**config.mk**
```make
export PLATFORM = sky130hd
export DESIGN_NAME = csgi_ctrl
export DESIGN_NICKNAME = d
export VERILOG_FILES = /design/src/rtl/core/csgi_pkg.sv /design/src/rtl/core/csgi_ctrl.sv
export SDC_FILE = /design/constraint.sdc
export NUM_CORES = 1
export LEC_CHECK = 0
export BUFFER_PORTS_ARGS = -buffer_cell sky130_fd_sc_hd__buf_2
export CORE_MARGIN = 8
export CORE_UTILIZATION = 44
export DETAILED_ROUTE_END_ITERATION = 7
export PLACE_DENSITY = 0.78
export SYNTH_ARGS = -nofsm -noshare
export SYNTH_HDL_FRONTEND = slang
export SYNTH_SLANG_ARGS = --single-unit
```
**constraint.sdc**
```tcl
create_clock -name clk_i -period 2 [get_ports clk_i]
set_clock_uncertainty 0.15 [all_clocks]
set_input_delay 0.1 -clock clk_i [delete_from_list [all_inputs] [get_ports clk_i]]
set_output_delay 0.1 -clock clk_i [all_outputs]
set_load 0.02 [all_outputs]
```
**src/rtl/core/csgi_pkg.sv**
```systemverilog
// ----------------------------------------------------------------------------
// csgi_pkg
// Shared types and codes for the circular scan gap interpolator.
// ----------------------------------------------------------------------------
package csgi_pkg;

  // item kinds
  typedef enum logic [1:0] {
    KIND_CLEAR = 2'd0,
    KIND_WRITE = 2'd1,
    KIND_READ  = 2'd2
  } kind_e;

  // result source codes
  typedef enum logic [1:0] {
    SRC_MEASURED = 2'd0,
    SRC_INTERP   = 2'd1,
    SRC_NONE     = 2'd2
  } source_e;

  // configuration register indexes
  localparam int unsigned CFG_IDX_W = 1;
  localparam logic [CFG_IDX_W-1:0] CFG_BINS_IN_USE = 1'd0;
  localparam logic [CFG_IDX_W-1:0] CFG_LINEAR_MODE = 1'd1;

  localparam int unsigned CFG_DATA_W = 10;
  localparam logic [CFG_DATA_W-1:0] BINS_RESET = 10'd512;

  // stored word: {known, range}
  localparam int unsigned RANGE_W = 16;
  localparam int unsigned WORD_W  = RANGE_W + 1;

  typedef enum logic [3:0] {
    S_CLEAR,
    S_IDLE,
    S_WRITE,
    S_RD_T,
    S_RD_TW,
    S_B_ISS,
    S_B_CHK,
    S_F_ISS,
    S_F_CHK,
    S_MUL,
    S_DIV,
    S_SUM,
    S_FIN
  } state_e;

  typedef struct packed {
    logic cap_item;
    logic clr_inc;
    logic ram_clr_we;
    logic ram_wr_we;
    logic ram_rd;
    logic rd_sel_pos;
    logic res_masked;
    logic res_stored;
    logic init_back;
    logic init_fwd;
    logic step_back;
    logic step_fwd;
    logic cap_prev;
    logic cap_next;
    logic mul;
    logic div_step;
    logic sum;
    logic out_load;
  } cmd_t;

  typedef struct packed {
    kind_e kind;
    logic  in_ring;
    logic  known;
    logic  linear;
    logic  scan_end;
    logic  clr_last;
    logic  div_done;
    logic  out_free;
  } status_t;

endpackage

```
**src/rtl/core/csgi_ctrl.sv**
```systemverilog
// ----------------------------------------------------------------------------
// csgi_ctrl
// Sequencer: clear sweep, write, read with ring walk and serial divide.
// ----------------------------------------------------------------------------
module csgi_ctrl (
  input  logic               clk_i,
  input  logic               rst_ni,
  input  logic               in_valid_i,
  output logic               in_stall_o,
  input  csgi_pkg::status_t  status_i,
  output csgi_pkg::cmd_t     cmd_o
);

  csgi_pkg::state_e state_q, state_d;

  always_ff @(posedge clk_i or negedge rst_ni) begin
    if (!rst_ni) begin
      state_q <= csgi_pkg::S_CLEAR;
    end else begin
      state_q <= state_d;
    end
  end

  // next state
  always_comb begin
    state_d = state_q;
    unique case (state_q)
      csgi_pkg::S_CLEAR: begin
        if (status_i.clr_last) state_d = csgi_pkg::S_IDLE;
      end
      csgi_pkg::S_IDLE: begin
        if (in_valid_i) state_d = csgi_pkg::S_RD_T;
      end
      csgi_pkg::S_RD_T: begin
        // item captured last cycle; dispatch on kind
        unique case (status_i.kind)
          csgi_pkg::KIND_CLEAR: state_d = csgi_pkg::S_CLEAR;
          csgi_pkg::KIND_WRITE: state_d = csgi_pkg::S_WRITE;
          csgi_pkg::KIND_READ:  state_d = status_i.in_ring ? csgi_pkg::S_RD_TW
                                                           : csgi_pkg::S_FIN;
          default:              state_d = csgi_pkg::S_IDLE;
        endcase
      end
      csgi_pkg::S_WRITE: state_d = csgi_pkg::S_IDLE;
      csgi_pkg::S_RD_TW: begin
        if (status_i.known || !status_i.linear) state_d = csgi_pkg::S_FIN;
        else                                    state_d = csgi_pkg::S_B_ISS;
      end
      csgi_pkg::S_B_ISS: begin
        state_d = status_i.scan_end ? csgi_pkg::S_FIN : csgi_pkg::S_B_CHK;
      end
      csgi_pkg::S_B_CHK: begin
        state_d = status_i.known ? csgi_pkg::S_F_ISS : csgi_pkg::S_B_ISS;
      end
      csgi_pkg::S_F_ISS: begin
        state_d = status_i.scan_end ? csgi_pkg::S_FIN : csgi_pkg::S_F_CHK;
      end
      csgi_pkg::S_F_CHK: begin
        state_d = status_i.known ? csgi_pkg::S_MUL : csgi_pkg::S_F_ISS;
      end
      csgi_pkg::S_MUL: state_d = csgi_pkg::S_DIV;
      csgi_pkg::S_DIV: begin
        if (status_i.div_done) state_d = csgi_pkg::S_SUM;
      end
      csgi_pkg::S_SUM: state_d = csgi_pkg::S_FIN;
      csgi_pkg::S_FIN: begin
        if (status_i.out_free) state_d = csgi_pkg::S_IDLE;
      end
      default: state_d = csgi_pkg::S_IDLE;
    endcase
  end

  // outputs
  always_comb begin
    cmd_o      = '0;
    in_stall_o = 1'b1;
    unique case (state_q)
      csgi_pkg::S_CLEAR: begin
        cmd_o.ram_clr_we = 1'b1;
        cmd_o.clr_inc    = 1'b1;
      end
      csgi_pkg::S_IDLE: begin
        in_stall_o     = 1'b0;
        cmd_o.cap_item = in_valid_i;
      end
      csgi_pkg::S_RD_T: begin
        cmd_o.ram_rd     = 1'b1;
        cmd_o.res_masked = 1'b1;
      end
      csgi_pkg::S_WRITE: begin
        cmd_o.ram_wr_we = status_i.in_ring;
      end
      csgi_pkg::S_RD_TW: begin
        cmd_o.res_stored = status_i.known;
        cmd_o.init_back  = 1'b1;
      end
      csgi_pkg::S_B_ISS: begin
        cmd_o.ram_rd     = 1'b1;
        cmd_o.rd_sel_pos = 1'b1;
      end
      csgi_pkg::S_B_CHK: begin
        cmd_o.cap_prev  = status_i.known;
        cmd_o.init_fwd  = status_i.known;
        cmd_o.step_back = !status_i.known;
      end
      csgi_pkg::S_F_ISS: begin
        cmd_o.ram_rd     = 1'b1;
        cmd_o.rd_sel_pos = 1'b1;
      end
      csgi_pkg::S_F_CHK: begin
        cmd_o.cap_next = status_i.known;
        cmd_o.step_fwd = !status_i.known;
      end
      csgi_pkg::S_MUL: cmd_o.mul      = 1'b1;
      csgi_pkg::S_DIV: cmd_o.div_step = 1'b1;
      csgi_pkg::S_SUM: cmd_o.sum      = 1'b1;
      csgi_pkg::S_FIN: cmd_o.out_load = status_i.out_free;
      default: ;
    endcase
  end

endmodule

```
==> metrics.csv, run 1 <==
stage,metric,value,unit
outcome,status,"complete, no violations",
synthesis,synthesized area,614.3,um2
worst_setup_path,Setup crit start kind,register,
synthesis,Ys Warns,0,
clock_network,H-Tree Depth,1,
final_layout,Area Overhead vs Synth,31.16,%
synthesis,Synth cell types,38,
power,leak pwr,0.4488,nW
synthesis,number of flops mapped to enable cells by yosys,0,
final_layout,"commonest cells after routing, fill and taps aside","30 x buf_2, 6 x nor2_1, 5 x buf_4",
final_layout,fin util,61.92,%
final_layout,Largest register FFs,4,
worst_setup_path,Setup CP Type,register to primary output,
synthesis,Synth Flop Type,dfrtp_1,
synthesis,post-synth top area share,16.29,%
grt,vias in the first global route,687,
power,worst vdd ir,0.6239,mV
synthesis,post-synthesis mux area share,3.666,%
final_layout,largest registers,state_q (4),
power,Pwr Density,1026,nW/um2
detailed_routing,Detail Route Antenna Nets,0,
worst_setup_path,r2r setup slk,0.13,ns
worst_setup_path,worst-path maximum fanout,8,
floorplanning,Die Wd,53.37,um
clock_network,CTS root buffer,clkbuf_4,
placement,IO buf count,30,
synthesis,Synth Area in Compound Gates,20.16,%
clock_network,worst skew pair latency,0.23,ns
detailed_routing,Initial DRC Count,18,
clock_network,CTS tree,built,
synthesis,syn_nets,96,
placement,Placer Congestion,0.8264,
detailed_routing,first drt pass iteration count,4,
detailed_routing,average routed wire per standard cell,14.05,um
final_layout,ant diodes,0,
floorplanning,Top Ports,31,
grt,initial antenna violation count,0,
floorplanning,row cnt,13,
detailed_routing,WL final,1770,um
worst_setup_path,CP max stage delay,0.39,ns
clock_network,Clock Path Buffers,2,
placement,hpwl dp,1416,um
detailed_routing,via count,668,
synthesis,Yosys reg bits,4,
worst_setup_path,"slowest stage cell, crit path",dfrtp_1,
sta,final slew viol count,0,
final_layout,"commonest non-fill, non-tap cell in the layout",buf_2,
synthesis,Post-Synth Adder-Cell Area,8.147,%
hold_path,hold endpoint,state_q[0]$_DFFE_PN0P_,
synthesis,Synth area leaders,"dfrtp_1 16%, ha_1 8.1%, and3_1 5.1%",
run,Max Cap Violations,0,
worst_setup_path,Crit path arrival time,1.64,ns
grt,total gr overflow,0,
detailed_routing,post-DR vias/cell,5.302,
sta,Final period util,94.66,%
sta,final hold slack,0.03588,ns
synthesis,main combinational cell family by area after synthesis,simple AND/OR/NAND/NOR gates,
synthesis,syn avg cell area,7.679,um2
grt,global-route wire length before repair,3008,um
clock_network,Post-CTS Setup Repair Bufs,0,
synthesis,Async SR Flop Fraction,100.0,%
worst_setup_path,Crit Reg-Reg Endpoint,state_q[3]$_DFFE_PN0P_,
sta,Final setup viols,0,
final_layout,layout cells sized above 1,44.14,%
final_layout,fillcell total,133,
clock_network,clock sinks,4,
final_layout,final net count,129,
sta,fmax,528.2,MHz
worst_setup_path,worst-path cell chain,inv_1 -> ha_1 -> buf_4 -> and3_4 -> or2_1 -> buf_2,
hold_path,Min-Delay Path Class,primary input to register,
grt,GRT Overall Usage,13.39,%
worst_setup_path,r2r worst-path depth,6,
synthesis,"Seq/Total Area, Yosys",16.29,%
synthesis,"area leader, netlist",dfrtp_1,
sta,RSZ-0062 raised after global routing,no,
floorplanning,starting density of the core,47.21,%
worst_setup_path,worst r2r src,state_q[2]$_DFFE_PN0P_,
sta,Final min period,1.893,ns
hold_path,hold depth,3,
detailed_routing,Residual DRC,0,
sta,Final TNS setup,0,ns
grt,pin count of the biggest net entering global routing,12,
floorplanning,Core Footprint,1301,um2
sta,Slew headroom,80.05,%
placement,Place WS,0.1599,ns
worst_setup_path,WP data required,1.75,ns
sta,endpoints failing hold,0,
final_layout,Largest Register,state_q,
synthesis,Post-Synth Simple-Gate Area,38.90,%
synthesis,XOR/XNOR Fraction of Synth Area,0,%
worst_setup_path,crit path from,state_q[2]$_DFFE_PN0P_,
worst_setup_path,capturing element type of the critical path,primary output,
sta,Final Worst Setup Slack,0.1067,ns
clock_network,Num CTS Buffers,3,
floorplanning,Die ar.,2848,um2
hold_path,hold_sp,in_valid_i,
clock_network,clock slew at reported path FFs,0.04,ns
synthesis,Mapped Cells,80,
sta,actual slew at the worst max-slew pin,0.2992,ns
floorplanning,die height,53.37,um
## final cells by class
class	count	area [um2]	share of cell area, %
inverters	5	18.77	2.329
multi-input cells	63	447.9	55.59
flip-flops and latches	4	100.1	12.42
well taps	15	18.77	2.329
repair buffers	36	197.7	24.53
clock buffers	3	22.52	2.795
## how the worst max path moves through the flow
stage	end	slack (ns)	depth (start not counted)
finish	cmd_o[13]	0.11	6
global route	cmd_o[5]	0.01	5
CTS	cmd_o[10]	0.04	5
detailed placement	state_q[3]$_DFFE_PN0P_	0.16	6
global placement	state_q[2]$_DFFE_PN0P_	0.22	7
floorplan	state_q[3]$_DFFE_PN0P_	0.04	6
## cell usage after synthesis, types with 2 or more instances
cell type / number
mux2_2: 2
nor3b_1: 3
o21a_1: 3
and3_1: 5
nor2b_1: 4
inv_1: 4
buf_4: 2
nand2_1: 3
dfrtp_1: 4
o21ai_1: 2
buf_2: 3
a21oi_1: 3
nor2_1: 6
a31oi_1: 3
nand3_1: 2
or3_1: 2
and2_1: 3
ha_1: 4
nand2b_1: 3
## metrics by stage
step                instance area [um2]  cells  total power, W
finish                            805.8    126       0.0008271
global route                      805.8    126       0.0009019
CTS                               793.3    126       0.0008151
detailed placement                760.7    122       0.0007089
global placement                  760.7    122       0.0006985
floorplan                         614.3     80       0.0005893
## logic make-up after synthesis
family	Yosys count
AND/OR/NAND/NOR	39
AO/OA/AOI/OAI	18
buffers and inverters	13
adder cells (fa/ha/maj)	4
flip-flops	4
multiplexers	2
## routing by layer
| layer | track usage, % | up-vias | share of wire, % | routed length, um |
|---|---|---|---|---|
| met5 | 0 | - | 0 | 0 |
| met4 | 3.782 | 0 | 0 | 0 |
| met3 | 5.602 | 0 | 9.4 | 167 |
| met2 | 22.85 | 24 | 48 | 852 |
| met1 | 14.76 | 306 | 42 | 750 |
| li1 | - | 338 | - | - |
## power breakdown
group / total (W) / internal [W] / switching, W
Clock: 0.0000988 / 0.0000670 / 0.0000318
Sequential: 0.000154 / 0.000106 / 0.0000488
Combinational: 0.000574 / 0.000240 / 0.000334
Total: 0.000827 / 0.000412 / 0.000415
## critical path, delay by kind of cell, from the launching register on
family        cells  cell delay (ns)
buf+inv           3             0.41
fa+ha+maj         1             0.23
simple gates      2             0.38
flops             1             0.39
## timing repair
item                                    in CTS  in global routing
resized for setup                            0                  3
endpoints found under the setup margin       0                  4
hold buffers                                 1                  0
hold endpoints to repair                     4                  0
(Power assumes the default switching activity.)
==> inputs of run 2 (changes only) <==
--- a/config.mk
+++ b/config.mk
@@ -12,2 +12,3 @@
 export PLACE_DENSITY = 0.78
+export SKIP_CTS_REPAIR_TIMING = 1
 export SYNTH_ARGS = -nofsm -noshare
==> constraint.sdc (replaced) <==
create_clock -name clk_i -period 2 [get_ports clk_i]
set_clock_uncertainty 0.15 [all_clocks]
set_input_delay 0 -clock clk_i [delete_from_list [all_inputs] [get_ports clk_i]]
set_output_delay 0 -clock clk_i [all_outputs]
set_load 0.02 [all_outputs]
==> metrics.csv, run 2 (same netlist as run 1, synthesis figures left out) <==
stage,metric,value,unit
outcome,status,"complete, no violations",
power,Pwr Total,0.0008241,W
sta,final slew viol count,0,
final_layout,Largest Register,state_q,
clock_network,clock slew at reported path FFs,0.04,ns
final_layout,"commonest cells after routing, fill and taps aside","30 x buf_2, 6 x nor2_1, 5 x and3_1, 5 x buf_4",
worst_setup_path,worst-path maximum fanout,4,
detailed_routing,first drt pass iteration count,4,
floorplanning,Core Footprint,1301,um2
worst_setup_path,"Largest delay share family, worst path",simple AND/OR/NAND/NOR gates,
clock_network,Num CTS Buffers,3,
worst_setup_path,Setup crit start kind,register,
detailed_routing,Residual DRC,0,
worst_setup_path,Setup CP Type,register to register,
sta,Final period util,94.98,%
detailed_routing,via count,701,
clock_network,CTS root buffer,clkbuf_4,
final_layout,final net count,132,
grt,global-route wire length before repair,2980,um
worst_setup_path,WP data required,1.96,ns
final_layout,fin util,63.65,%
placement,Placer Congestion,0.8264,
floorplanning,starting density of the core,47.21,%
sta,actual slew at the worst max-slew pin,0.2952,ns
worst_setup_path,capturing element type of the critical path,register,
sta,endpoints failing hold,0,
sta,Final TNS setup,0,ns
final_layout,Final Non-Filler Cells,129,
power,Pwr Density,994.9,nW/um2
final_layout,largest registers,state_q (4),
detailed_routing,Initial DRC Count,5,
sta,Final setup viols,0,
power,worst vdd ir,0.6137,mV
placement,Post-Place Cells,122,
detailed_routing,post-DR vias/cell,5.434,
worst_setup_path,Crit path arrival time,1.86,ns
final_layout,Area Overhead vs Synth,34.83,%
worst_setup_path,worst-path cell chain,inv_1 -> ha_1 -> nand2_1 -> or3_1 -> nand3_2 -> mux2_2,
final_layout,"commonest non-fill, non-tap cell in the layout",buf_2,
floorplanning,Top Ports,31,
final_layout,FF/Latch Area,100.1,um2
clock_network,H-Tree Depth,1,
detailed_routing,WL final,1812,um
floorplanning,row cnt,13,
grt,pin count of the biggest net entering global routing,12,
clock_network,worst skew pair latency,0.23,ns
placement,hpwl dp,1416,um
final_layout,layout cells sized above 1,41.23,%
sta,final hold slack,0.08639,ns
sta,Slew headroom,80.32,%
final_layout,Largest register FFs,4,
worst_setup_path,"slowest stage cell, crit path",dfrtp_1,
hold_path,Min-Delay Path Class,primary input to register,
floorplanning,die height,53.37,um
clock_network,Clock Path Buffers,2,
grt,total gr overflow,0,
run,Max Cap Violations,0,
power,leak pwr,0.4639,nW
sta,Final min period,1.900,ns
worst_setup_path,CP max stage delay,0.40,ns
grt,GRT Overall Usage,13.28,%
worst_setup_path,WP buf/inv,1,
clock_network,clock sinks,4,
grt,initial antenna violation count,0,
floorplanning,Die ar.,2848,um2
clock_network,CTS tree,built,
final_layout,fillcell total,131,
final_layout,area of the multi-input gates,440.4,um2
placement,IO buf count,30,
sta,fmax,526.4,MHz
grt,vias in the first global route,681,
final_layout,ant diodes,0,
detailed_routing,Detail Route Antenna Nets,0,
detailed_routing,average routed wire per standard cell,14.05,um
floorplanning,Die Wd,53.37,um
run 2: power breakdown:
group          leakage [nW]  internal (W)  switching [W]
Combinational         0.399      0.000236       0.000337
Clock                0.0138     0.0000670      0.0000316
Sequential           0.0511      0.000106      0.0000464
Total                 0.464      0.000409       0.000415
run 2: worst min-delay path, stage by stage:
cell and delay, ns:
buf_2 0.08, inv_1 0.05, nor2_1 0.11, nor3_1 0.07
o21ai_1 0.11
run 2: layout make-up:
cell class	count	area share [%]
flip-flops and latches	4	12.08
inverters	5	2.266
clock buffers	3	2.719
multi-input cells	63	53.17
well taps	15	2.266
repair buffers	39	27.49
run 2: per-layer routing:
metal,global-route usage (%),vias up,part of all wire [%]
met4,3.782,0,0
met5,0,-,0
met1,14.60,329,40
met2,22.66,25,50
met3,5.602,0,9.5
li1,-,347,-
run 2: path summary, 6_finish.rpt:
check | slack [ns] | end | depth (start not counted) | from
worst max register to register | 0.10 | state_q[3]$_DFFE_PN0P_ | 6 | state_q[2]$_DFFE_PN0P_
max in group asynchronous | 1.01 | state_q[3]$_DFFE_PN0P_ | 3 | rst_ni
worst min-delay path | 0.09 | state_q[0]$_DFFE_PN0P_ | 5 | status_i[7]
worst min register to register | 0.43 | state_q[3]$_DFFE_PN0P_ | 1 | state_q[3]$_DFFE_PN0P_
min in group asynchronous | 0.52 | state_q[0]$_DFFE_PN0P_ | 3 | rst_ni
worst max-delay path | 0.10 | state_q[3]$_DFFE_PN0P_ | 6 | state_q[2]$_DFFE_PN0P_
run 2: metrics by stage:
step           worst slack, ns  cell area, um2
2_1_floorplan          0.03797           614.3
5_1_grt              -0.001029           828.3
4_1_cts                 0.1355           783.3
6_report                0.1003           828.3
3_5_place_dp            0.1599           760.7
3_3_place_gp            0.2208           760.7
==> inputs of run 3 (changes only) <==
==> constraint.sdc (replaced) <==
create_clock -name clk_i -period 2 [get_ports clk_i]
set_clock_uncertainty 0.15 [all_clocks]
set_input_delay 0.2 -clock clk_i [delete_from_list [all_inputs] [get_ports clk_i]]
set_output_delay 0.2 -clock clk_i [all_outputs]
set_load 0.02 [all_outputs]
==> metrics.csv, run 3 (same netlist as run 1, synthesis figures left out) <==
stage,metric,value,unit
detailed_routing,average routed wire per standard cell,14.09,um
worst_setup_path,capture point of the worst path,cmd_o[13],
worst_setup_path,crit path from,state_q[2]$_DFFE_PN0P_,
worst_setup_path,WP data required,1.65,ns
sta,RSZ-0062 raised after global routing,yes,
clock_network,H-Tree Depth,1,
grt,pin count of the biggest net entering global routing,15,
sta,final slew viol count,0,
worst_setup_path,"slowest stage cell, crit path",dfrtp_1,
clock_network,CTS root buffer,clkbuf_4,
final_layout,Largest register FFs,4,
placement,DP Area,758.2,um2
floorplanning,die height,53.37,um
final_layout,Final Cell Area,818.3,um2
placement,Placer Congestion,0.8758,
sta,endpoints failing hold,0,
run,Max Cap Violations,0,
worst_setup_path,capturing element type of the critical path,primary output,
final_layout,"commonest cells after routing, fill and taps aside","30 x buf_2, 7 x buf_4, 6 x nor2_1",
sta,Final setup viols,0,
clock_network,worst skew pair latency,0.23,ns
final_layout,largest registers,state_q (4),
hold_path,Min-Delay Path Class,primary input to register,
detailed_routing,Initial DRC Count,20,
grt,vias in the first global route,641,
worst_setup_path,Setup crit start kind,register,
placement,Place WS,0.1060,ns
floorplanning,row cnt,13,
floorplanning,Core Footprint,1301,um2
sta,actual slew at the worst max-slew pin,0.3215,ns
placement,IO buf count,30,
power,leak pwr,0.4598,nW
detailed_routing,first drt pass iteration count,4,
final_layout,fillcell total,125,
power,Pwr Total,0.0008369,W
final_layout,ant diodes,0,
clock_network,clock sinks,4,
power,worst vdd ir,0.7198,mV
floorplanning,starting density of the core,47.21,%
worst_setup_path,Setup CP Type,register to primary output,
clock_network,CTS tree,built,
clock_network,Clock Path Buffers,2,
outcome,status,"complete, no violations",
sta,Final period util,98.13,%
sta,Final TNS setup,0,ns
sta,Final min period,1.963,ns
grt,total gr overflow,0,
grt,global-route wire length before repair,2849,um
worst_setup_path,r2r setup slk,0.14,ns
worst_setup_path,r2r worst-path depth,6,
final_layout,layout cells sized above 1,45.13,%
grt,initial antenna violation count,0,
sta,Final Worst Setup Slack,0.03736,ns
worst_setup_path,worst r2r src,state_q[2]$_DFFE_PN0P_,
worst_setup_path,worst-path cell chain,inv_1 -> ha_2 -> buf_4 -> and3_1 -> or2_1 -> buf_2,
worst_setup_path,worst-path maximum fanout,6,
worst_setup_path,Crit path arrival time,1.61,ns
worst_setup_path,Crit Reg-Reg Endpoint,state_q[2]$_DFFE_PN0P_,
power,Pwr Density,1023,nW/um2
final_layout,"commonest non-fill, non-tap cell in the layout",buf_2,
sta,Slew headroom,78.57,%
worst_setup_path,CP max stage delay,0.36,ns
grt,GRT Overall Usage,13.13,%
sta,fmax,509.5,MHz
final_layout,final net count,131,
floorplanning,Die ar.,2848,um2
floorplanning,Top Ports,31,
detailed_routing,via count,678,
clock_network,clock slew at reported path FFs,0.04,ns
floorplanning,Die Wd,53.37,um
detailed_routing,WL final,1804,um
final_layout,Area Overhead vs Synth,33.20,%
final_layout,Largest Register,state_q,
placement,hpwl dp,1380,um
detailed_routing,post-DR vias/cell,5.297,
detailed_routing,Residual DRC,0,
detailed_routing,Detail Route Antenna Nets,0,
clock_network,Num CTS Buffers,3,
-- run 3: cell types whose count changed in the layout (fill, tap and decap cells not counted) --
cell,before,now
ha_1,4,2
dlygate4sd3_1,4,1
buf_4,5,7
ha_2,0,2
-- run 3: area by class of cell --
type	instances	area [um2]	area share, %
flip-flops and latches	4	100.1	12.23
multi-input cells	63	445.4	54.43
clock buffers	3	22.52	2.752
well taps	15	18.77	2.294
repair buffers	38	212.7	25.99
inverters	5	18.77	2.294
-- run 3: metrics by stage --
stage / utilization (%) / std cells / hold slack, ns
final: 62.88 / 128 / 0.1336
after global routing: 62.88 / 128 / 0.1451
after CTS: 60.00 / 124 / -0.3936
after detailed placement: 58.27 / 121 / -0.1455
after global placement: 58.27 / 121 / -0.1475
after floorplan: - / 80 / -0.2456
-- run 3: how the worst min path moves through the flow --
stage | from | to | slack [ns] | cells after the start
after floorplan | rst_ni | state_q[0]$_DFFE_PN0P_ | -0.25 | 0
after global placement | rst_ni | state_q[0]$_DFFE_PN0P_ | -0.15 | 1
after detailed placement | rst_ni | state_q[0]$_DFFE_PN0P_ | -0.15 | 1
after CTS | rst_ni | state_q[0]$_DFFE_PN0P_ | -0.39 | 1
after global routing | in_valid_i | state_q[0]$_DFFE_PN0P_ | 0.15 | 3
final | in_valid_i | state_q[0]$_DFFE_PN0P_ | 0.13 | 3
-- run 3: critical path, delay by kind of cell (launching register included) --
kind	cells	cell delay, ns
adder cells (fa/ha/maj)	1	0.22
AND/OR/NAND/NOR	2	0.41
buffers and inverters	3	0.40
flip-flops	1	0.36
-- run 3: power breakdown --
part	switching, W	internal, W
Combinational	0.000348	0.000245
Sequential	0.0000411	0.000106
Clock	0.0000301	0.0000669
-- run 3: per-layer routing --
layer | track usage (%) | wire length [um] | vias to the layer above | part of all wire, %
li1 | - | - | 347 | -
met1 | 16.06 | 724 | 300 | 40
met2 | 20.90 | 900 | 31 | 50
met3 | 3.081 | 179 | 0 | 9.9
met4 | 6.303 | 0 | 0 | 0
met5 | 0 | 0 | - | 0
